==> config.mk <==
export PLATFORM = sky130hd
export DESIGN_NAME = xml_escape_utf8_repair
export DESIGN_NICKNAME = d
export VERILOG_FILES = /design/src/xeu_pkg.sv /design/src/xeu_expand.sv /design/src/xeu_outbuf.sv /design/src/xml_escape_utf8_repair.sv
export VERILOG_INCLUDE_DIRS = /design/src /design/src/src
export SDC_FILE = /design/constraint.sdc
export NUM_CORES = 1
export LEC_CHECK = 0
export BUFFER_PORTS_ARGS = -buffer_cell sky130_fd_sc_hd__buf_2
export CORE_MARGIN = 3
export CORE_UTILIZATION = 35
export CTS_BUF_LIST = sky130_fd_sc_hd__clkbuf_8
export DETAILED_ROUTE_END_ITERATION = 8
export HOLD_SLACK_MARGIN = 0.12
export SETUP_SLACK_MARGIN = 0.2
export SLEW_MARGIN = 20
export SYNTH_ARGS = -nofsm -noshare
export SYNTH_HDL_FRONTEND = slang
export SYNTH_SLANG_ARGS = --single-unit
==> constraint.sdc <==
create_clock -name clk -period 6.4 [get_ports clk]
set_input_delay 1.6 -clock clk [delete_from_list [all_inputs] [get_ports clk]]
set_output_delay 1.6 -clock clk [all_outputs]
set_load 0.05 [all_outputs]
==> src/assert_macros.svh <==
// Assertion helpers shared by the RTL. In synthesis builds they expand to nothing.
`ifndef ASSERT_MACROS_SVH
`define ASSERT_MACROS_SVH

`ifndef SYNTH

// Checked at every rising clock edge, ignored while reset is high.
`define ASSERT_CLKD(label, clk, rst, prop) \
  label: assert property (@(posedge clk) disable iff (rst) prop) \
    else $error("assertion failed");

// Checked at every rising clock edge, during reset too.
`define ASSERT_CLK(label, clk, prop) \
  label: assert property (@(posedge clk) prop) \
    else $error("assertion failed");

`else

`define ASSERT_CLKD(label, clk, rst, prop)
`define ASSERT_CLK(label, clk, prop)

`endif

`endif

==> src/xeu_pkg.sv <==
`timescale 1ns / 1ps

package xeu_pkg;

  // Largest number of output bytes that one input byte can cause.
  localparam int unsigned MaxOut = 10;
  localparam int unsigned LenW = 4;

  // Escape mode codes.
  localparam logic [1:0] MODE_NONE = 2'd0;
  localparam logic [1:0] MODE_STD  = 2'd1;
  localparam logic [1:0] MODE_ATTR = 2'd2;
  localparam logic [1:0] MODE_CHAR = 2'd3;

  // Characters that may be escaped.
  localparam logic [7:0] CH_AMP  = 8'h26;
  localparam logic [7:0] CH_APOS = 8'h27;
  localparam logic [7:0] CH_LT   = 8'h3C;
  localparam logic [7:0] CH_GT   = 8'h3E;
  localparam logic [7:0] CH_QUOT = 8'h22;

  // A block of output bytes, element 0 goes out first.
  typedef struct packed {
    logic [MaxOut-1:0][7:0] data;
    logic [LenW-1:0]        len;
  } xeu_burst_t;

  // Entity lookup result, text element 0 is the first character.
  typedef struct packed {
    logic            hit;
    logic [2:0]      len;
    logic [5:0][7:0] text;
  } xeu_entity_t;

  // Upper byte of the two-byte UTF-8 form of a Latin-1 byte at or above 0x80.
  function automatic logic [7:0] latin1_hi(input logic [7:0] b);
    latin1_hi = {6'b110000, b[7:6]};
  endfunction

  // Lower byte of the two-byte UTF-8 form of a Latin-1 byte.
  function automatic logic [7:0] latin1_lo(input logic [7:0] b);
    latin1_lo = {2'b10, b[5:0]};
  endfunction

  // Returns the entity text for a byte under the given mode, if it is escaped.
  function automatic xeu_entity_t entity_for(input logic [1:0] mode, input logic [7:0] b);
    xeu_entity_t e;
    logic        en_amp;
    logic        en_lt;
    logic        en_gt;
    logic        en_apos;
    logic        en_quot;
    en_amp  = (mode != MODE_NONE);
    en_lt   = (mode != MODE_NONE);
    en_gt   = (mode == MODE_STD);
    en_apos = (mode == MODE_STD);
    en_quot = (mode == MODE_STD) || (mode == MODE_ATTR);
    e.hit  = 1'b0;
    e.len  = 3'd0;
    e.text = '0;
    if (en_amp && b == CH_AMP) begin
      e.hit = 1'b1;
      e.len = 3'd5;
      e.text[0] = 8'h26; e.text[1] = 8'h61; e.text[2] = 8'h6D;
      e.text[3] = 8'h70; e.text[4] = 8'h3B;
    end else if (en_apos && b == CH_APOS) begin
      e.hit = 1'b1;
      e.len = 3'd6;
      e.text[0] = 8'h26; e.text[1] = 8'h61; e.text[2] = 8'h70;
      e.text[3] = 8'h6F; e.text[4] = 8'h73; e.text[5] = 8'h3B;
    end else if (en_lt && b == CH_LT) begin
      e.hit = 1'b1;
      e.len = 3'd4;
      e.text[0] = 8'h26; e.text[1] = 8'h6C; e.text[2] = 8'h74; e.text[3] = 8'h3B;
    end else if (en_gt && b == CH_GT) begin
      e.hit = 1'b1;
      e.len = 3'd4;
      e.text[0] = 8'h26; e.text[1] = 8'h67; e.text[2] = 8'h74; e.text[3] = 8'h3B;
    end else if (en_quot && b == CH_QUOT) begin
      e.hit = 1'b1;
      e.len = 3'd6;
      e.text[0] = 8'h26; e.text[1] = 8'h71; e.text[2] = 8'h75;
      e.text[3] = 8'h6F; e.text[4] = 8'h74; e.text[5] = 8'h3B;
    end
    return e;
  endfunction

endpackage

==> src/xeu_expand.sv <==
`timescale 1ns / 1ps
`include "assert_macros.svh"

// Turns one registered input byte into its block of output bytes and keeps
// the pending UTF-8 sequence between bytes.
module xeu_expand import xeu_pkg::*; (
  input  logic       clk,
  input  logic       rst,
  input  logic [7:0] in_byte,
  input  logic [1:0] mode,
  input  logic       take,
  output xeu_burst_t burst
);

  // Pending sequence: lead, first continuation, and how many bytes remain.
  logic [7:0] held_lead;
  logic [7:0] held_cont;
  logic       cont_held;
  logic [1:0] awaited;

  logic [7:0] held_lead_next;
  logic [7:0] held_cont_next;
  logic       cont_held_next;
  logic [1:0] awaited_next;

  xeu_entity_t     ent;
  logic            pending;
  logic            is_cont;
  logic            complete;
  logic            absorb;
  logic            flush;
  logic            new_lead2;
  logic            new_lead3;
  logic [3:0][7:0] pre;
  logic [2:0]      pre_len;
  logic [5:0][7:0] seg;
  logic [2:0]      seg_len;
  logic [LenW-1:0] j;

  // Classify the byte against the pending sequence.
  always_comb begin
    ent       = entity_for(mode, in_byte);
    pending   = (awaited != 2'd0);
    is_cont   = (in_byte[7:6] == 2'b10);
    complete  = !ent.hit && pending && is_cont && (awaited == 2'd1);
    absorb    = !ent.hit && pending && is_cont && (awaited == 2'd2);
    flush     = pending && (ent.hit || !is_cont);
    new_lead2 = !ent.hit && (in_byte[7:5] == 3'b110);
    new_lead3 = !ent.hit && (in_byte[7:4] == 4'b1110);
  end

  // Partial flush prefix and the segment for the new byte.
  always_comb begin
    pre[0]  = latin1_hi(held_lead);
    pre[1]  = latin1_lo(held_lead);
    pre[2]  = latin1_hi(held_cont);
    pre[3]  = latin1_lo(held_cont);
    pre_len = flush ? (cont_held ? 3'd4 : 3'd2) : 3'd0;
    seg     = '0;
    seg_len = 3'd0;
    if (ent.hit) begin
      seg     = ent.text;
      seg_len = ent.len;
    end else if (in_byte[7] == 1'b0) begin
      seg[0]  = in_byte;
      seg_len = 3'd1;
    end else if (new_lead2 || new_lead3) begin
      seg_len = 3'd0;
    end else begin
      seg[0]  = latin1_hi(in_byte);
      seg[1]  = latin1_lo(in_byte);
      seg_len = 3'd2;
    end
  end

  // Assemble the output block.
  always_comb begin
    burst = '0;
    j     = '0;
    if (complete) begin
      burst.data[0] = held_lead;
      burst.data[1] = cont_held ? held_cont : in_byte;
      burst.data[2] = in_byte;
      burst.len     = cont_held ? LenW'(3) : LenW'(2);
    end else if (!absorb) begin
      for (int i = 0; i < MaxOut; i++) begin
        j = LenW'(i) - LenW'(pre_len);
        if (LenW'(i) < LenW'(pre_len)) begin
          burst.data[i] = pre[i[1:0]];
        end else if (j < LenW'(6)) begin
          burst.data[i] = seg[j[2:0]];
        end
      end
      burst.len = LenW'(pre_len) + LenW'(seg_len);
    end
  end

  // Next state of the pending sequence.
  always_comb begin
    held_lead_next = held_lead;
    held_cont_next = held_cont;
    cont_held_next = cont_held;
    awaited_next   = awaited;
    if (complete) begin
      cont_held_next = 1'b0;
      awaited_next   = 2'd0;
    end else if (absorb) begin
      held_cont_next = in_byte;
      cont_held_next = 1'b1;
      awaited_next   = 2'd1;
    end else begin
      if (flush) begin
        cont_held_next = 1'b0;
        awaited_next   = 2'd0;
      end
      if (new_lead2 || new_lead3) begin
        held_lead_next = in_byte;
        cont_held_next = 1'b0;
        awaited_next   = new_lead3 ? 2'd2 : 2'd1;
      end
    end
  end

  // Control state is reset; held bytes are only read while a sequence is pending.
  always_ff @(posedge clk) begin
    if (rst) begin
      cont_held <= 1'b0;
      awaited   <= 2'd0;
    end else if (take) begin
      cont_held <= cont_held_next;
      awaited   <= awaited_next;
    end
  end

  always_ff @(posedge clk) begin
    if (take) begin
      held_lead <= held_lead_next;
      held_cont <= held_cont_next;
    end
  end

  // A held continuation only exists while the last byte of a 3-byte sequence is awaited.
  `ASSERT_CLKD(a_cont_held_awaits_one, clk, rst, cont_held |-> (awaited == 2'd1))

  // A sequence never waits for three continuation bytes.
  `ASSERT_CLKD(a_awaited_range, clk, rst, awaited != 2'd3)

endmodule

==> src/xeu_outbuf.sv <==
`timescale 1ns / 1ps
`include "assert_macros.svh"

// Holds one block of output bytes and sends it out one byte per cycle while m_tready is high.
module xeu_outbuf import xeu_pkg::*; (
  input  logic       clk,
  input  logic       rst,
  input  logic       load,
  input  xeu_burst_t burst,
  output logic       free,
  output logic       m_tvalid,
  input  logic       m_tready,
  output logic [7:0] m_tdata,
  output logic       m_tlast
);

  logic [MaxOut-1:0][7:0] buffer;
  logic [LenW-1:0]        count;
  logic                   pop;

  assign pop      = m_tvalid && m_tready;
  assign m_tvalid = (count != '0);
  assign m_tdata  = buffer[0];
  assign m_tlast  = (count == LenW'(1));
  // A new block may enter once the last byte of the current one leaves.
  assign free     = (count == '0) || (m_tlast && m_tready);

  // Byte count is control state.
  always_ff @(posedge clk) begin
    if (rst) begin
      count <= '0;
    end else if (load) begin
      count <= burst.len;
    end else if (pop) begin
      count <= count - LenW'(1);
    end
  end

  // Shift the bytes toward the head as each one is taken.
  always_ff @(posedge clk) begin
    if (load) begin
      buffer <= burst.data;
    end else if (pop) begin
      buffer <= {8'h00, buffer[MaxOut-1:1]};
    end
  end

  // A block is only loaded when the previous one is gone or leaving.
  `ASSERT_CLKD(a_load_when_free, clk, rst,
    load |-> ((count == '0) || ((count == LenW'(1)) && m_tready)))

  // A block never holds more bytes than the buffer.
  `ASSERT_CLKD(a_len_fits, clk, rst, load |-> (burst.len <= LenW'(MaxOut)))

  // Taking a byte that is not the last one leaves one fewer.
  `ASSERT_CLKD(a_count_steps, clk, rst,
    (pop && (count > LenW'(1))) |=> (count == $past(count) - LenW'(1)))

endmodule

==> src/xml_escape_utf8_repair.sv <==
`timescale 1ns / 1ps

// XML text escaper with UTF-8 repair. Each request on the input stream is one
// text byte; it causes zero to ten output bytes, and m_tlast marks the final
// byte caused by that request. The input byte is registered, expanded by a
// single combinational pass into a block of output bytes, and loaded into an
// output buffer that sends one byte per cycle while m_tready is high. A request
// is accepted in every cycle in which the buffer is empty or sending its last
// byte, so the buffer's one-byte-per-cycle drain sets the rate. Bytes that cause
// no output (a held UTF-8 lead or middle continuation) load an empty block and
// leave the buffer free for the next request. The user must see that escape_mode
// is written through cfg_wen/cfg_wdata while the block is idle; the block does not enforce it.
module xml_escape_utf8_repair import xeu_pkg::*; (
  input  logic       clk,
  input  logic       rst,
  input  logic       s_tvalid,
  output logic       s_tready,
  input  logic [7:0] s_tdata,   // [7:0] in_byte
  output logic       m_tvalid,
  input  logic       m_tready,
  output logic [7:0] m_tdata,   // [7:0] out_byte
  output logic       m_tlast,   // last_of_run
  input  logic       cfg_wen,
  input  logic [1:0] cfg_wdata  // [1:0] escape_mode
);

  logic [1:0] mode;
  logic       in_valid;
  logic [7:0] in_byte;
  logic       take;
  logic       free;
  xeu_burst_t burst;

  assign take     = in_valid && free;
  assign s_tready = !in_valid || take;

  // Escape mode register.
  always_ff @(posedge clk) begin
    if (rst) begin
      mode <= MODE_NONE;
    end else if (cfg_wen) begin
      mode <= cfg_wdata;
    end
  end

  // Input register.
  always_ff @(posedge clk) begin
    if (rst) begin
      in_valid <= 1'b0;
    end else if (s_tready) begin
      in_valid <= s_tvalid;
    end
  end

  always_ff @(posedge clk) begin
    if (s_tready && s_tvalid) begin
      in_byte <= s_tdata;
    end
  end

  xeu_expand u_expand (
    .clk     (clk),
    .rst     (rst),
    .in_byte (in_byte),
    .mode    (mode),
    .take    (take),
    .burst   (burst)
  );

  xeu_outbuf u_outbuf (
    .clk      (clk),
    .rst      (rst),
    .load     (take),
    .burst    (burst),
    .free     (free),
    .m_tvalid (m_tvalid),
    .m_tready (m_tready),
    .m_tdata  (m_tdata),
    .m_tlast  (m_tlast)
  );

endmodule

# Yosys cells after proc, flatten, opt, wreduce, memory -nomap -nowiden
# Cells that the tools add are included.
[classes]
addsub = 12
order_cmp = 29
bitwise_logic = 2
muxes = 78
n_reduce_logical = 33
n_eq_ne = 13
[op_table]
columns = ["cell", "count"]
rows = [
  ["8-bit two-way mux", 33],
  ["8-bit binary-select mux with 3-bit select", 10],
  ["80-bit two-way mux", 2],
  ["52-bit two-way mux", 2],
  ["32-bit two-way mux", 3],
  ["84-bit two-way mux", 1],
  ["16-bit two-way mux", 4],
  ["56-bit two-way mux", 1],
  ["8-bit by 6-bit equality test with 1-bit output, second input constant", 5],
  ["3-bit by 4-bit less-than comparator with 1-bit output, second input constant", 10],
  ["4-bit by 3-bit less-than comparator with 1-bit output, second input constant", 10],
  ["40-bit two-way mux", 1],
  ["28-bit two-way mux", 1],
  ["4-bit two-way mux", 5],
  ["1-bit logical AND", 16],
  ["3-bit by 3-bit subtractor with 4-bit output, first input constant", 4],
  ["2-bit two-way mux", 7],
  ["3-bit less-than comparator, first input constant", 3],
  ["3-bit two-way mux", 3],
  ["4-bit by 3-bit less-than comparator with 1-bit output, first input constant", 2],
  ["4-bit nonzero test", 2],
  ["1-bit by 3-bit subtractor with 4-bit output, first input constant", 2],
  ["2-bit by 3-bit subtractor with 4-bit output, first input constant", 2],
  ["4-bit by 3-bit subtractor with 4-bit output, first input constant", 2],
  ["18 further kinds", 36],
]
[totals]
reg_bits = 114
output_inout_bits = 11
word_cells = 185
inputBits = 15

# Longest topological paths before layout
[depth]
ltp_word = 21
depth_mapped = 14
ltp_nobuf = 11

# Cells and area by module
# From an unflattened synthesis, not the netlist that was laid out.
[unflattened]
cells_unflattened = 620
hier_area_um2 = 6786.5
[by_module_without_submodules]
columns = ["module", "area_per_inst_um2", "instances", "seq_area_each_um2", "cells_per_inst"]
rows = [
  ["xeu_outbuf", 3672.3, 1, 2482.4, 212],
  ["xeu_expand", 2751.4, 1, 540.5, 388],
  ["xml_escape_utf8_repair", 362.8, 1, 300.3, 20],
]

# Worst setup path after synthesis
# OpenSTA, ideal clock, no wires.
[synth_path]
kind = "input port to flip-flop"
start = "in m_tready"
end = "reg u_outbuf.buffer[10] (netlist bit), enable pin"
required_ns = 5.965
t_arrival_ns = 3.357
setup_slack_ns = 2.608
path_buffers = 0
setup_time_ns = 0.435
stages = 2
cell_sequence = "mux2i_1 -> inv_1"
[synth_via]
elab_chain_cells = 4
elab_cells_between_ends = 5
classes_between = "reduce/logical (5)"
[synth_rtl]
columns = ["element", "line", "text"]
rows = [
  ["start: declaration", "xml_escape_utf8_repair.sv:20", "input logic m_tready,"],
  ["1-bit logical AND", "xeu_outbuf.sv:26", "assign free = (count == '0) || (m_tlast && m_tready);"],
  ["1-bit logical OR", "xeu_outbuf.sv:26", ""],
  ["1-bit logical AND", "xml_escape_utf8_repair.sv:34", "assign take = in_valid && free;"],
  ["2-bit nonzero test (no source line) *", "n/a", ""],
  ["end signal: assignment", "xeu_outbuf.sv:42", "buffer <= burst.data;"],
  ["end signal: assignment", "xeu_outbuf.sv:44", "buffer <= {8'h00, buffer[MaxOut-1:1]};"],
  ["end: declaration", "xeu_outbuf.sv:17", "logic [MaxOut-1:0][7:0] buffer;"],
]
# Mark *: on every way between the ends. The rest lies on a longest branch, timed or not.
# A chain may end at the register's enable or synchronous reset.

# Worst setup path after layout
[layout_path]
start = "reg in_byte[7]"
end = "reg u_outbuf.buffer[66] (netlist bit) (data pin)"
[layout_via]
elab_chain_cells = 20
elab_cells_between_ends = 51
classes_between = "add/sub (1); order compare (2); eq/ne (8); mux (24); reduce/logical (16)"
[layout_rtl]
columns = ["element", "line", "text"]
rows = [
  ["start: declaration", "xml_escape_utf8_repair.sv:29", "logic [7:0] in_byte;"],
  ["start signal: assignment", "xml_escape_utf8_repair.sv:57", "in_byte <= s_tdata;"],
  ["branches (longest 18 deep; another with 4-bit by 3-bit subtractor with 4-bit output)", "n/a", ""],
  ["56-bit two-way mux *", "xeu_expand.sv:80", "if (complete) begin"],
  ["80-bit two-way mux *", "xeu_outbuf.sv:41", "if (load) begin"],
]
# Every way passes the cells marked *. The select of a mux whose other input is x is not followed.

==> flow_summary_export.csv <==
group,metric,value,unit
logic_synthesis,synth_seq_cells,114,
worst_setup_path,timing.reg2reg.worst_path_depth,9,
sta,final.min_clock_period,4.10,ns
worst_setup_path,timing.critical_path.fanout_max,27,
finish,layoutNonFillerInstCount,838,
clock_tree,holdBufCountCts,0,
finish,finish.utilization,39.5,%
logic_synthesis,syn-instance-count,597,
die,die_area,19500,um^2
global_route,remaining_global_route_overflow,0,
outcome,outcome,"finished, final reports clean",
hold_path,timing.hold.worst.class,"reg -> reg",
detailed_routing,detail_route.iter0.violations,743,
logic_synthesis,synth.net_count,621,
clock_tree,path_clk_slew,0.08,ns
die,initial_core_util,36.0,%
worst_setup_path,crit_required,6.58,ns
global_route,grt_first_pass_wirelength,30400,um
worst_setup_path,worst-r2r-setup-slack,2.30,ns
power_and_ir_drop,vdd.ir_drop.worst,0.279,mV
place,post-dp-hpwl,13700,um
power_and_ir_drop,power,3110,uW
power_and_ir_drop,leakagePower,0.00242,uW
sta,fin_tns_setup,0,ns
global_route,grt_start_max_net_pins,65,
worst_setup_path,setup.worst_path.start_class,"flip-flop",
sta,setup_repair_after_global_routing_missed_its_margin,"no",
finish,antenna_cells,0,
place,place.gp.congestion,0.964,
sta,report.final.setup_viol,0,
global_route,antenna_violations_before_repair,0,
flow_run,max_cap_viol_count,0,
logic_synthesis,synth.avg_cell_area,10.5,um^2
clock_tree,clock_tree.root_cell,"clkbuf_8",
clock_tree,cts_max_level,4,
logic_synthesis,ys_dominant_reg_cell,"edfxtp_1",
detailed_routing,viasPerCell,6.10,
finish,finish.instance_area,6850,um^2
die,die_width,140,um
clock_tree,cts_tree,"yes",
hold_path,hold_ep,"u_outbuf.buffer[63]",
clock_tree,clock_tree.buffer_depth,2,
hold_path,hold_depth,1,
worst_setup_path,worst-setup-path-type,"reg -> reg",
clock_tree,cts_sinks,114,
detailed_routing,avgRoutedWirePerCell,23.3,um
sta,hold_viol_final,0,
detailed_routing,detailroute.via_count,5110,
logic_synthesis,ys_warn_count,0,
worst_setup_path,end_kind,"flip-flop",
finish,layout-area-overhead-vs-synth,9.80,%
clock_tree,cts_buffers,17,
die,rows,48,
clock_tree,cts.repair.resized,0,
logic_synthesis,netlist-cell-type-count,79,
logic_synthesis,synth_async_sr_flop_share,0,%
die,die_h,140,um
global_route,first_global_vias,5044,
sta,fin_worst_skew,0.0148,ns
finish,nets_final,624,
place,place_area,6430,um^2
worst_setup_path,critPathArrivalTime,4.29,ns
detailed_routing,drc_errors,0,
clock_tree,cts_setup_buffers,0,
worst_setup_path,r2r_end,"u_outbuf.buffer[66]",
clock_tree,worst_skew_pair.late_latency,0.47,ns
logic_synthesis,synth_seq_area_share,53.2,%
hold_path,hold_path.startpoint,"u_outbuf.buffer[71]",
detailed_routing,detail_route.wirelength,19600,um
place,place.detailed.instances,806,
logic_synthesis,syn-cell-area,6240,um^2
finish,final_layout_size_suffix_gt1_share,15.5,%
sta,final.period_utilization,64.1,%
detailed_routing,drt-pass1-iter-count,6,
sta,slew_headroom,23.7,%
detailed_routing,drt.antenna.violating_nets,0,
logic_synthesis,count_of_flip_flops_with_a_built_in_enable_after_synthesis,104,
sta,achievable-frequency,244,MHz
power_and_ir_drop,power.density_cell_area,453,nW/um^2
global_route,grt.total_usage,20.5,%
sta,transition_time_of_the_tightest_slew_check_pin,1.14,ns
die,io_pins,26,
worst_setup_path,critical_register_to_register_path_startpoint,"in_byte[7]",
die,floorplan.core_area,17400,um^2
place,port_buffers,25,
sta,drv_slew,0,
-- through the flow --
stage | worst slack (ns) | hold slack (ns)
CTS | 2.42 | 0.529
global placement | 2.50 | 0.492
detailed placement | 2.46 | 0.508
global route | 2.07 | 0.537
finish | 2.30 | 0.517
floorplan | 2.61 | 0.439
-- layout make-up --
| class | count | area [um^2] |
|---|---|---|
| Clock buffer | 17 | 234 |
| Clock inverter | 15 | 181 |
| Fill cell | 1693 | 10500 |
| Inverter | 19 | 77.6 |
| Multi-Input combinational cell | 417 | 2580 |
| Sequential cell | 114 | 3320 |
| Tap cell | 225 | 282 |
| Timing Repair Buffer | 31 | 170 |
-- power breakdown --
part	switching, uW	leakage, uW	internal, uW
Combinational	686	0.00115	317
Sequential	132	0.00109	1250
Clock	334	0.000185	387
-- synthesized netlist by cell type (all sizes together) (3+ instances only) --
| cell type | instances | area share [%] |
|---|---|---|
| a211o | 4 | 0.70 |
| o21a | 3 | 0.36 |
| a21oi | 61 | 5.1 |
| or2 | 3 | 0.30 |
| a22oi | 9 | 1.1 |
| nor3 | 11 | 0.88 |
| a31o | 4 | 0.56 |
| nand2b | 6 | 0.60 |
| or3 | 3 | 0.38 |
| dfxtp | 10 | 3.2 |
| and3 | 4 | 0.40 |
| a22o | 11 | 1.5 |
| a221o | 6 | 0.96 |
| inv | 17 | 1.0 |
| nand2 | 67 | 4.1 |
| ha | 8 | 1.6 |
| clkbuf | 18 | 1.1 |
| o21ai | 43 | 3.6 |
| and2 | 6 | 0.60 |
| edfxtp | 104 | 50 |
| o22ai | 3 | 0.30 |
| a221oi | 9 | 1.3 |
| o31ai | 8 | 1.3 |
| o2111ai | 3 | 0.42 |
| mux2 | 3 | 0.54 |
| o211ai | 5 | 0.60 |
| a211oi | 7 | 0.92 |
| a21boi | 4 | 0.48 |
| a21o | 14 | 1.7 |
| a31oi | 6 | 0.60 |
| buf | 29 | 3.2 |
| a32oi | 3 | 0.42 |
| mux2i | 5 | 0.80 |
| nand4 | 3 | 0.30 |
| nand3 | 14 | 1.1 |
| nor2 | 52 | 3.2 |
-- routing by layer --
metal / GRT usage (%) / vias to the layer above / routed length, um
met2: 29.9 / 284 / 8800
met1: 28.8 / 2501 / 8520
li1: - / 2279 / -
met5: 0 / - / 0
met3: 5.33 / 46 / 1700
met4: 8.82 / 0 / 538
-- layout by cell type, fill, tap and decap left out, drive strengths merged, types with 4 or more instances in the layout --
cell,instances
a22oi,9
and3,4
ha,8
o211ai,5
a221o,6
a31o,4
a31oi,6
a21boi,4
and2,6
a211o,4
a21o,14
o21ai,43
nor2,52
nor3,11
clkinvlp,7
nand3,14
buf,31
edfxtp,104
mux2i,5
clkbuf,17
nand2,67
nand2b,6
dfxtp,10
a22o,11
a21oi,61
a211oi,7
clkinv,4
a221oi,9
inv,20
o31ai,8
-- kinds of logic (layout without fill, tap and decap cells) --
group | after synthesis | in the layout | share of synthesized area (%)
xor+xnor | 2 | 2 | 0.281
compound gates | 215 | 215 | 23.7
fa+ha+maj | 9 | 9 | 1.92
buf+inv | 66 | 82 | 5.49
mux | 8 | 8 | 1.34
flops | 114 | 114 | 53.2
simple gates | 183 | 183 | 14.0
-- registers in the layout, indices dropped and copies added (netlist names) --
name                flops
u_expand.held_cont      8
in_byte                 8
u_expand.awaited        2
u_expand.held_lead      8
in_valid                1
u_outbuf.buffer        72
u_expand.cont_held      1
mode                    2
u_outbuf.count          4
u_outbuf.m_tdata        8
-- worst max-delay path, stage by stage, from the launching register on --
cell and delay (ns):
edfxtp_1 0.62, nor2b_1 0.32, nor2_1 0.36, nand2_1 0.25
ha_1 0.97, clkinv_1 0.53, a21oi_1 0.26, nor3_1 0.06
a21oi_1 0.32, o21ai_0 0.12
-- worst max path at each step --
stage / start / endpoint / slack (ns) / cells past startpoint
after floorplan: m_tready / u_outbuf.buffer[10] / 2.61 / 2
after global placement: m_tready / s_tready / 2.50 / 5
after detailed placement: in_byte[7] / u_outbuf.buffer[66] / 2.46 / 9
after CTS: in_byte[7] / u_outbuf.buffer[66] / 2.42 / 9
after global routing: in_byte[7] / u_outbuf.buffer[66] / 2.07 / 9
final: in_byte[7] / u_outbuf.buffer[66] / 2.30 / 9
Power figures use the tool's default switching activity.
